[src/hdl/i2c_master_byte_controller_defines.svh]
// Assertion macros for the I2C master byte controller.
// Included by the top level; no other dependencies.
`ifndef I2C_MASTER_BYTE_CONTROLLER_DEFINES_SVH
`define I2C_MASTER_BYTE_CONTROLLER_DEFINES_SVH

// Same-cycle implication, checked outside reset.
`define I2CM_ASSERT_IMP(lbl, clk_s, rstn_s, ante, cons, msg) \
	lbl: assert property (@(posedge clk_s) disable iff (!rstn_s) (ante) |-> (cons)) \
		else $error(msg);

// Next-cycle implication, checked outside reset.
`define I2CM_ASSERT_NXT(lbl, clk_s, rstn_s, ante, cons, msg) \
	lbl: assert property (@(posedge clk_s) disable iff (!rstn_s) (ante) |=> (cons)) \
		else $error(msg);

`endif

[src/hdl/i2cm_pkg.sv]
// Shared types and constants for the I2C master byte controller.
// No dependencies; every file but the defines header imports it.
`timescale 1ns / 1ps

package i2cm_pkg;

	localparam int TIMING_WIDTH = 8;
	localparam int CFG_IDX_W    = 2;
	localparam int BIT_IDX_W    = 4;

	// Index of the acknowledge bit within a byte transfer.
	localparam logic [BIT_IDX_W-1:0] ACK_BIT = BIT_IDX_W'(8);

	localparam logic [CFG_IDX_W-1:0] REG_PRE      = CFG_IDX_W'(0);
	localparam logic [CFG_IDX_W-1:0] REG_HIGH     = CFG_IDX_W'(1);
	localparam logic [CFG_IDX_W-1:0] REG_POST     = CFG_IDX_W'(2);
	localparam logic [CFG_IDX_W-1:0] REG_ACK_HIGH = CFG_IDX_W'(3);

	localparam logic [TIMING_WIDTH-1:0] PRE_RST      = TIMING_WIDTH'(3);
	localparam logic [TIMING_WIDTH-1:0] HIGH_RST     = TIMING_WIDTH'(3);
	localparam logic [TIMING_WIDTH-1:0] POST_RST     = TIMING_WIDTH'(3);
	localparam logic [TIMING_WIDTH-1:0] ACK_HIGH_RST = TIMING_WIDTH'(12);

	typedef enum logic [1:0] {
		OP_START = 2'd0,
		OP_STOP  = 2'd1,
		OP_WRITE = 2'd2,
		OP_READ  = 2'd3
	} op_t;

	typedef struct packed {
		logic [TIMING_WIDTH-1:0] pre_ticks;
		logic [TIMING_WIDTH-1:0] high_ticks;
		logic [TIMING_WIDTH-1:0] post_ticks;
		logic [TIMING_WIDTH-1:0] ack_high_ticks;
	} timing_t;

	typedef struct packed {
		logic       cmd_valid;
		op_t        operation;
		logic [7:0] tx_byte;
		logic       master_ack;
		logic       sda_in;
	} cmd_item_t;

	typedef struct packed {
		logic       scl_out;
		logic       sda_out;
		logic       busy_res;
		logic       done_res;
		logic [7:0] rx_byte;
		logic       slave_nack;
	} res_item_t;

endpackage

[src/hdl/i2cm_cmd_if.sv]
// Tick channel into the controller: valid, ready and one tick item.
// Depends on i2cm_pkg.
`timescale 1ns / 1ps

interface i2cm_cmd_if;
	import i2cm_pkg::*;

	logic      valid;
	logic      ready;
	cmd_item_t item;

	modport source (output valid, output item, input ready);
	modport sink (input valid, input item, output ready);
endinterface

[src/hdl/i2cm_res_if.sv]
// Result channel out of the controller: valid, ready and one result item.
// Depends on i2cm_pkg.
`timescale 1ns / 1ps

interface i2cm_res_if;
	import i2cm_pkg::*;

	logic      valid;
	logic      ready;
	res_item_t item;

	modport source (output valid, output item, input ready);
	modport sink (input valid, input item, output ready);
endinterface

[src/hdl/i2cm_cfg.sv]
// Timing register file of the I2C master byte controller.
// Depends on i2cm_pkg.
`timescale 1ns / 1ps

module i2cm_cfg (
	input  logic                               clk,
	input  logic                               arst_n,
	input  logic                               cfg_we,
	input  logic [i2cm_pkg::CFG_IDX_W-1:0]     cfg_index,
	input  logic [i2cm_pkg::TIMING_WIDTH-1:0]  cfg_wdata,
	output i2cm_pkg::timing_t                  timing
);
	import i2cm_pkg::*;

	timing_t timing_q;

	always_ff @(posedge clk or negedge arst_n) begin
		if (!arst_n) begin
			timing_q.pre_ticks      <= PRE_RST;
			timing_q.high_ticks     <= HIGH_RST;
			timing_q.post_ticks     <= POST_RST;
			timing_q.ack_high_ticks <= ACK_HIGH_RST;
		end else if (cfg_we) begin
			unique case (cfg_index)
				REG_PRE:      timing_q.pre_ticks      <= cfg_wdata;
				REG_HIGH:     timing_q.high_ticks     <= cfg_wdata;
				REG_POST:     timing_q.post_ticks     <= cfg_wdata;
				REG_ACK_HIGH: timing_q.ack_high_ticks <= cfg_wdata;
				default: begin
				end
			endcase
		end
	end

	assign timing = timing_q;
endmodule

[src/hdl/i2cm_core.sv]
// Bit sequencer of the I2C master: phase, counters and line levels,
// advanced by one tick per step. Depends on i2cm_pkg.
`timescale 1ns / 1ps

module i2cm_core (
	input  logic                 clk,
	input  logic                 arst_n,
	input  logic                 step,
	input  i2cm_pkg::cmd_item_t  item,
	input  i2cm_pkg::timing_t    timing,
	output i2cm_pkg::res_item_t  result
);
	import i2cm_pkg::*;

	typedef enum logic [3:0] {
		PH_IDLE       = 4'd0,
		PH_START_SET  = 4'd1,
		PH_START_HOLD = 4'd2,
		PH_STOP_LOW   = 4'd3,
		PH_STOP_HIGH  = 4'd4,
		PH_STOP_POST  = 4'd5,
		PH_BIT_PRE    = 4'd6,
		PH_BIT_HIGH   = 4'd7,
		PH_BIT_POST   = 4'd8
	} phase_t;

	phase_t                  phase_q, phase_d;
	op_t                     op_q, op_d;
	logic [BIT_IDX_W-1:0]    bit_idx_q, bit_idx_d;
	logic [TIMING_WIDTH-1:0] tick_q, tick_d;
	logic [7:0]              shift_q, shift_d;
	logic                    ack_q, ack_d;
	logic                    scl_q, scl_d;
	logic                    sda_q, sda_d;
	logic                    nack_q, nack_d;
	logic [7:0]              rx_q, rx_d;
	logic                    done_q, done_d;

	logic [TIMING_WIDTH-1:0] limit;
	logic [TIMING_WIDTH:0]   cnt_next;
	logic                    over;
	logic [TIMING_WIDTH-1:0] tick_after;

	// SDA level for a bit: data on the first eight, acknowledge on the ninth.
	function automatic logic bit_level(op_t op, logic [BIT_IDX_W-1:0] idx,
			logic [7:0] sb, logic ack);
		logic lvl;
		if (idx < ACK_BIT) begin
			lvl = (op == OP_WRITE) ? sb[7] : 1'b1;
		end else begin
			lvl = (op == OP_WRITE) ? 1'b1 : ~ack;
		end
		return lvl;
	endfunction

	always_comb begin
		unique case (phase_q)
			PH_START_SET, PH_STOP_LOW, PH_BIT_PRE: limit = timing.pre_ticks;
			PH_STOP_HIGH: limit = timing.high_ticks;
			PH_BIT_HIGH: limit = (bit_idx_q >= ACK_BIT) ? timing.ack_high_ticks
				: timing.high_ticks;
			default: limit = timing.post_ticks;
		endcase
	end

	// A limit of zero ends the wait on the first tick, just like one.
	assign cnt_next   = {1'b0, tick_q} + 1'b1;
	assign over       = cnt_next >= {1'b0, limit};
	assign tick_after = over ? '0 : cnt_next[TIMING_WIDTH-1:0];

	always_comb begin
		phase_d   = phase_q;
		op_d      = op_q;
		bit_idx_d = bit_idx_q;
		tick_d    = tick_q;
		shift_d   = shift_q;
		ack_d     = ack_q;
		scl_d     = scl_q;
		sda_d     = sda_q;
		nack_d    = nack_q;
		rx_d      = rx_q;
		done_d    = 1'b0;
		unique case (phase_q)
			PH_START_SET: begin
				tick_d = tick_after;
				if (over) begin
					sda_d   = 1'b0;
					phase_d = PH_START_HOLD;
				end
			end
			PH_START_HOLD: begin
				tick_d = tick_after;
				if (over) begin
					scl_d   = 1'b0;
					phase_d = PH_IDLE;
					done_d  = 1'b1;
				end
			end
			PH_STOP_LOW: begin
				tick_d = tick_after;
				if (over) begin
					scl_d   = 1'b1;
					phase_d = PH_STOP_HIGH;
				end
			end
			PH_STOP_HIGH: begin
				tick_d = tick_after;
				if (over) begin
					sda_d   = 1'b1;
					phase_d = PH_STOP_POST;
				end
			end
			PH_STOP_POST: begin
				tick_d = tick_after;
				if (over) begin
					phase_d = PH_IDLE;
					done_d  = 1'b1;
				end
			end
			PH_BIT_PRE: begin
				tick_d = tick_after;
				if (over) begin
					scl_d   = 1'b1;
					phase_d = PH_BIT_HIGH;
				end
			end
			PH_BIT_HIGH: begin
				tick_d = tick_after;
				if (over) begin
					if (bit_idx_q < ACK_BIT) begin
						shift_d = {shift_q[6:0], (op_q == OP_WRITE) ? 1'b0 : item.sda_in};
					end else if (op_q == OP_WRITE) begin
						nack_d = item.sda_in;
					end
					scl_d   = 1'b0;
					phase_d = PH_BIT_POST;
				end
			end
			PH_BIT_POST: begin
				tick_d = tick_after;
				if (over) begin
					if (bit_idx_q >= ACK_BIT) begin
						if (op_q == OP_READ) begin
							rx_d = shift_q;
						end
						phase_d = PH_IDLE;
						done_d  = 1'b1;
					end else begin
						bit_idx_d = bit_idx_q + 1'b1;
						sda_d     = bit_level(op_q, bit_idx_d, shift_q, ack_q);
						phase_d   = PH_BIT_PRE;
					end
				end
			end
			default: begin
				phase_d = PH_IDLE;
				if (item.cmd_valid) begin
					op_d   = item.operation;
					tick_d = '0;
					unique case (item.operation)
						OP_START: begin
							sda_d   = 1'b1;
							scl_d   = 1'b1;
							phase_d = PH_START_SET;
						end
						OP_STOP: begin
							sda_d   = 1'b0;
							phase_d = PH_STOP_LOW;
						end
						default: begin
							shift_d   = (item.operation == OP_WRITE) ? item.tx_byte : 8'h00;
							ack_d     = item.master_ack;
							bit_idx_d = '0;
							sda_d     = bit_level(item.operation, bit_idx_d, shift_d,
								item.master_ack);
							phase_d   = PH_BIT_PRE;
						end
					endcase
				end
			end
		endcase
	end

	always_ff @(posedge clk or negedge arst_n) begin
		if (!arst_n) begin
			phase_q   <= PH_IDLE;
			op_q      <= OP_START;
			bit_idx_q <= '0;
			tick_q    <= '0;
			shift_q   <= '0;
			ack_q     <= 1'b0;
			scl_q     <= 1'b1;
			sda_q     <= 1'b1;
			nack_q    <= 1'b0;
			rx_q      <= '0;
			done_q    <= 1'b0;
		end else if (step) begin
			phase_q   <= phase_d;
			op_q      <= op_d;
			bit_idx_q <= bit_idx_d;
			tick_q    <= tick_d;
			shift_q   <= shift_d;
			ack_q     <= ack_d;
			scl_q     <= scl_d;
			sda_q     <= sda_d;
			nack_q    <= nack_d;
			rx_q      <= rx_d;
			done_q    <= done_d;
		end
	end

	// The state registers hold still between steps, so they double as the
	// result register.
	assign result.scl_out    = scl_q;
	assign result.sda_out    = sda_q;
	assign result.busy_res   = (phase_q != PH_IDLE);
	assign result.done_res   = done_q;
	assign result.rx_byte    = rx_q;
	assign result.slave_nack = nack_q;
endmodule

[src/hdl/i2c_master_byte_controller.sv]
// I2C master byte controller, tick-driven.
// Every item on cmd is one timebase tick: the sampled SDA level plus an
// optional command (start, stop, write byte, read byte with ACK or NACK).
// Every accepted item yields exactly one result item on res with the SCL
// and SDA drive levels, busy, a one-item done pulse, the last received
// byte and the slave NACK flag of the last write.
// A command offered while a command is running is ignored.
// Throughput: one tick per clock cycle unless res stalls; the input
// register and the sequencer state step together, so nothing iterates
// inside a tick. If res stalls, the waiting result holds, one more tick
// is taken into the input register, and cmd.ready then drops until res
// moves again. Reset releases both lines, clears the sequencer, empties
// both registers and loads the timing defaults (3, 3, 3, 12). Timing
// registers are written through cfg_we/cfg_index/cfg_wdata; the user
// must write them only while the block is idle, which is not enforced.
// Depends on i2cm_pkg, i2cm_cmd_if, i2cm_res_if, i2cm_cfg, i2cm_core.
`timescale 1ns / 1ps
`include "i2c_master_byte_controller_defines.svh"

module i2c_master_byte_controller (
	input  logic                              clk,
	input  logic                              arst_n,
	i2cm_cmd_if.sink                          cmd,
	i2cm_res_if.source                        res,
	input  logic                              cfg_we,
	input  logic [i2cm_pkg::CFG_IDX_W-1:0]    cfg_index,
	input  logic [i2cm_pkg::TIMING_WIDTH-1:0] cfg_wdata
);
	import i2cm_pkg::*;

	cmd_item_t cmd_item_s1;
	logic      cmd_valid_s1;
	logic      res_valid_q;
	logic      advance;
	timing_t   timing;
	res_item_t result;

	assign advance   = cmd_valid_s1 && (!res_valid_q || res.ready);
	assign cmd.ready = !cmd_valid_s1 || advance;

	always_ff @(posedge clk or negedge arst_n) begin
		if (!arst_n) begin
			cmd_valid_s1 <= 1'b0;
			res_valid_q  <= 1'b0;
		end else begin
			if (cmd.ready) begin
				cmd_valid_s1 <= cmd.valid;
			end
			if (advance) begin
				res_valid_q <= 1'b1;
			end else if (res.ready) begin
				res_valid_q <= 1'b0;
			end
		end
	end

	always_ff @(posedge clk) begin
		if (cmd.ready && cmd.valid) begin
			cmd_item_s1 <= cmd.item;
		end
	end

	i2cm_cfg u_cfg (
		.clk       (clk),
		.arst_n    (arst_n),
		.cfg_we    (cfg_we),
		.cfg_index (cfg_index),
		.cfg_wdata (cfg_wdata),
		.timing    (timing)
	);

	i2cm_core u_core (
		.clk    (clk),
		.arst_n (arst_n),
		.step   (advance),
		.item   (cmd_item_s1),
		.timing (timing),
		.result (result)
	);

	assign res.valid = res_valid_q;
	assign res.item  = result;

	`I2CM_ASSERT_IMP(a_done_not_busy, clk, arst_n, res.valid && res.item.done_res, !res.item.busy_res, "done reported while still busy")
	`I2CM_ASSERT_NXT(a_done_single, clk, arst_n, res.valid && res.ready && res.item.done_res, !(res.valid && res.item.done_res), "done pulse repeated")
	`I2CM_ASSERT_IMP(a_full_stall, clk, arst_n, cmd_valid_s1 && res_valid_q && !res.ready, !cmd.ready, "item taken while both registers are full")
	`I2CM_ASSERT_NXT(a_step_result, clk, arst_n, advance, res.valid, "stepped tick produced no result")
endmodule

[src/flat_wrapper.sv]
// flat-port wrapper written by rule: the top's interface ports become plain ports
module i2c_master_byte_controller_flat import i2cm_pkg::*;
  (clk, arst_n, cfg_we, cfg_index, cfg_wdata, cmd_valid, cmd_item, cmd_ready, res_valid, res_item, res_ready);
  i2cm_cmd_if cmd_i ();
  i2cm_res_if res_i ();
  input  logic clk;
  input  logic arst_n;
  input  logic cfg_we;
  input  logic [i2cm_pkg::CFG_IDX_W-1:0] cfg_index;
  input  logic [i2cm_pkg::TIMING_WIDTH-1:0] cfg_wdata;
  input wire logic [$bits(cmd_i.valid)-1:0] cmd_valid;
  input wire logic [$bits(cmd_i.item)-1:0] cmd_item;
  output wire logic [$bits(cmd_i.ready)-1:0] cmd_ready;
  output wire logic [$bits(res_i.valid)-1:0] res_valid;
  output wire logic [$bits(res_i.item)-1:0] res_item;
  input wire logic [$bits(res_i.ready)-1:0] res_ready;
  assign cmd_i.valid = cmd_valid;
  assign cmd_i.item = cmd_item;
  assign cmd_ready = cmd_i.ready;
  assign res_valid = res_i.valid;
  assign res_item = res_i.item;
  assign res_i.ready = res_ready;
  i2c_master_byte_controller u_core (.clk(clk), .arst_n(arst_n), .cmd(cmd_i), .res(res_i), .cfg_we(cfg_we), .cfg_index(cfg_index), .cfg_wdata(cfg_wdata));
endmodule
[config.mk]
export PLATFORM = sky130hd
export DESIGN_NAME = i2c_master_byte_controller_flat
export DESIGN_NICKNAME = d
export VERILOG_FILES = /design/src/hdl/i2cm_pkg.sv /design/src/hdl/i2cm_cmd_if.sv /design/src/hdl/i2cm_res_if.sv /design/src/hdl/i2cm_cfg.sv /design/src/hdl/i2cm_core.sv /design/src/hdl/i2c_master_byte_controller.sv /design/src/flat_wrapper.sv
export VERILOG_INCLUDE_DIRS = /design/src /design/src/hdl
export SDC_FILE = /design/constraint.sdc
export NUM_CORES = 1
export LEC_CHECK = 0
export BUFFER_PORTS_ARGS = -buffer_cell sky130_fd_sc_hd__buf_4
export CORE_AREA = 2 2 138 140
export DETAILED_ROUTE_END_ITERATION = 8
export DIE_AREA = 0 0 140 142
export GPL_ROUTABILITY_DRIVEN = 0
export GPL_TIMING_DRIVEN = 0
export PLACE_DENSITY_LB_ADDON = 0.3
export RECOVER_POWER = 25
export SYNTH_ARGS = -nofsm -noshare
export SYNTH_HDL_FRONTEND = slang
export SYNTH_SLANG_ARGS = --single-unit
[constraint.sdc]
create_clock -name clk -period 6.37 [get_ports clk]
set_input_delay 0.3185 -clock clk [delete_from_list [all_inputs] [get_ports clk]]
set_output_delay 0.3185 -clock clk [all_outputs]
set_load 0.02 [all_outputs]
==> out/results.ini <==
[synth]
synthMuxAreaShare_pct=12.96
synth_compound_area_share_pct=16.85
synth_top_family_by_area=compound AO/OA/AOI/OAI gates
syn-instance-count=394
synth.area.top_cells=dfrtp_1 35%, mux2_2 11%, edfxtp_1 8.6%
synth-xor-area-share_pct=1.547
synthTopCellsByCount=63 x dfrtp_1, 44 x mux2_2, 34 x nand2_1
ys_ff_latch=86
yosys.area_share.simple_pct=12.02
yosysTopAreaCellShare_pct=34.81
netlist_area_um2=4529
synthAdderAreaFrac_pct=3.039
synth_edf_count=13
synthArstFlopShare_pct=84.88
synth_area_leader_cell=dfrtp_1
synth_ff_type=dfrtp_1
yosysMostFrequentCell=dfrtp_1
ys_types=71
yosysSeqAreaShare_pct=49.23
syn-num-nets=433
ys_warn_count=0
syn_area_per_cell_um2=11.50

[pwr]
ir_worst_vdd_v=0.0001366
leakage_uw=0.002319
power.density_nw_per_um2=397.0

[finish]
fin_nets=486
drive_above_1_share_pct=31.86
area_growth_pct=20.52
num-fill-cells=1896
diodes=0
layout.cells.non_filler=686
multi_input_area_um2=2102
layout.area.seq_um2=2230

[sta]
rsz0062_at_grt=false
hold_viol=0
skew_ns=0.006853
period_needed_ns=4.037
fmax_mhz=247.7
setup_tns_ns=0
drv_slew=74
relSlewSlack_pct=-163.8
hold_ws_ns=0.1783
setup_violations=0
tightest_slew_ns=3.956
min_period_over_period_pct=63.37

[clock_network]
clk_pin_slew_ns=0.06
ctsHtreeMaxLevel=3
cts.path.max_buffers=2
cts_tree=done
clock_latency_ns=0.33
cts_hold_buf=0
postCtsSetupRepairBufs=0
cts_made_buffers=9
cts.sinks=86
cts_resized=0
cts-root-buf=clkbuf_16

[setup_path]
max_stage_delay_ns=0.66
crit_family=simple AND/OR/NAND/NOR gates
cp_data_required_time_ns=6.63
crit_path_start_kind=flop
path_max_fanout=10
worstReg2RegStart=u_core.u_core.phase_q[2]
rr_endpoint=u_core.u_core.sda_q
crit_chain=buf_4 > buf_2 > nand4b_1 > nor2_1 > a221oi_1 > ha_1 > and3_1 > a221oi_2 > o21ai_1 > buf_2 > o31ai_1 > mux2_2
arrival_ns=4.29
worstRegToRegCells=12
cp_num_buf_inv=3
crit_top_cell=buf_2
cp-end-kind=flop
critPathKind=flop to flop
crit_path_top_delay_cell=nor2_1
ff2ff_setup_slack_ns=2.33

[global_route]
overflow=0
grt_pass1_wl_um=17910
grt_usage_pct=11.28
antenna_found_initial=0
grt_pass1_vias=3390
grt_max_degree=74

[worst_hold_path]
hold_depth=1
hold_start=cmd_item[5]
hold_class=primary input to flop
hold_end=u_core.cmd_item_s1[5]

[status]
violations=design-rule violations, max-capacitance violations, max-slew violations
status=finished, violations left

[die]
die_y_um=142
ios=43
num_rows=50
core_region_area_um2=18460
dieArea_um2=19880
die-width_um=140
start_util_pct=24.54

[run]
cap_violations=1

[routing]
drt_iter0_markers=174
vias=3305
drc=1
via_per_inst=4.818
drt-total-wl_um=10580
dr.pass1.iters=6
wl_per_cell_um=15.43
ant_nets=0

[placement]
place.port_buffers=42
placedCellCount=670
place_hpwl_um=7770

## how the worst max path moves through the flow
stage / from / to / depth (start not counted)
6_report: u_core.u_core.phase_q[2] / u_core.u_core.sda_q / 12
5_1_grt: arst_n / u_core.u_core.tick_q[7] / 1
3_5_place_dp: u_core.u_core.phase_q[2] / u_core.u_core.sda_q / 12
3_3_place_gp: u_core.u_core.phase_q[2] / u_core.u_core.sda_q / 12
2_1_floorplan: u_core.u_core.phase_q[0] / u_core.u_core.sda_q / 14
4_1_cts: u_core.u_core.phase_q[2] / u_core.u_core.sda_q / 12
## cell usage in the layout, fill, tap and decap left out, types with 7 or more instances in the layout
master | synthesis | layout
a221oi_1 | 8 | 8
a22o_1 | 7 | 7
buf_2 | 11 | 11
buf_4 | 7 | 35
clkbuf_16 | 0 | 10
clkbuf_4 | 0 | 13
dfrtp_1 | 63 | 63
dfstp_2 | 10 | 10
edfxtp_1 | 13 | 13
ha_1 | 11 | 11
inv_1 | 19 | 19
mux2_2 | 44 | 44
nand2_1 | 34 | 34
nand3_1 | 9 | 9
nor2_1 | 17 | 17
o21ai_0 | 11 | 11
o221ai_1 | 8 | 8
## final cells by class
class	count	share of cell area, %
Buffer	20	2.246
Tap cell	234	5.363
Inverter	20	1.375
Multi-Input combinational cell	268	38.51
Sequential cell	86	40.84
Timing Repair Buffer	42	5.707
Clock inverter	5	1.123
Clock buffer	11	4.836
## state kept, by name (all words and copies together), names as in the netlist, 2 cells and up
name and flops:
u_core.cmd_item_s1 13, u_core.u_cfg.timing 32, u_core.u_core.bit_idx_q 4, u_core.u_core.op_q 2, u_core.u_core.phase_q 4, u_core.u_core.rx_q 8, u_core.u_core.shift_q 8, u_core.u_core.tick_q 8
## per-layer routing
layer	vias up	wire length, um	global-route usage [%]
met5	-	0	0
met4	0	140	3.828
met3	7	284	1.380
met2	56	4954	17.97
met1	1660	5202	15.97
li1	1582	-	-
## power breakdown
| group | switching, uW | internal (uW) |
|---|---|---|
| Clock | 219 | 342 |
| Combinational | 498 | 367 |
| Sequential | 65.6 | 675 |
## stage by stage
step                      setup slack (ns)  power (uW)  utilization (%)  cell area [um^2]
final                                2.333        2167            29.58              5459
after global routing                 1.855        2321            29.58              5459
after CTS                            2.364        2187            29.60              5463
after detailed placement             2.425        1619            27.84              5137
after global placement               2.433        1602            27.84              5137
after floorplan                      3.202        1369                -              4529
## worst register-to-register path, stage by stage (launching register included)
cell      delay, ns
dfrtp_1        0.32
buf_4          0.15
buf_2          0.21
nand4b_1       0.35
nor2_1         0.66
a221oi_1       0.28
ha_1           0.36
and3_1         0.19
a221oi_2       0.31
o21ai_1        0.19
buf_2          0.23
o31ai_1        0.33
mux2_2         0.38
## cell families (layout without fill, tap and decap cells)
family	count (synthesis)	after routing
AO/OA/AOI/OAI	94	94
XOR/XNOR	8	8
adder cells (fa/ha/maj)	11	11
buffers and inverters	40	98
flip-flops	86	86
multiplexers	52	52
AND/OR/NAND/NOR	103	103
Power figures use the tool's default switching activity.
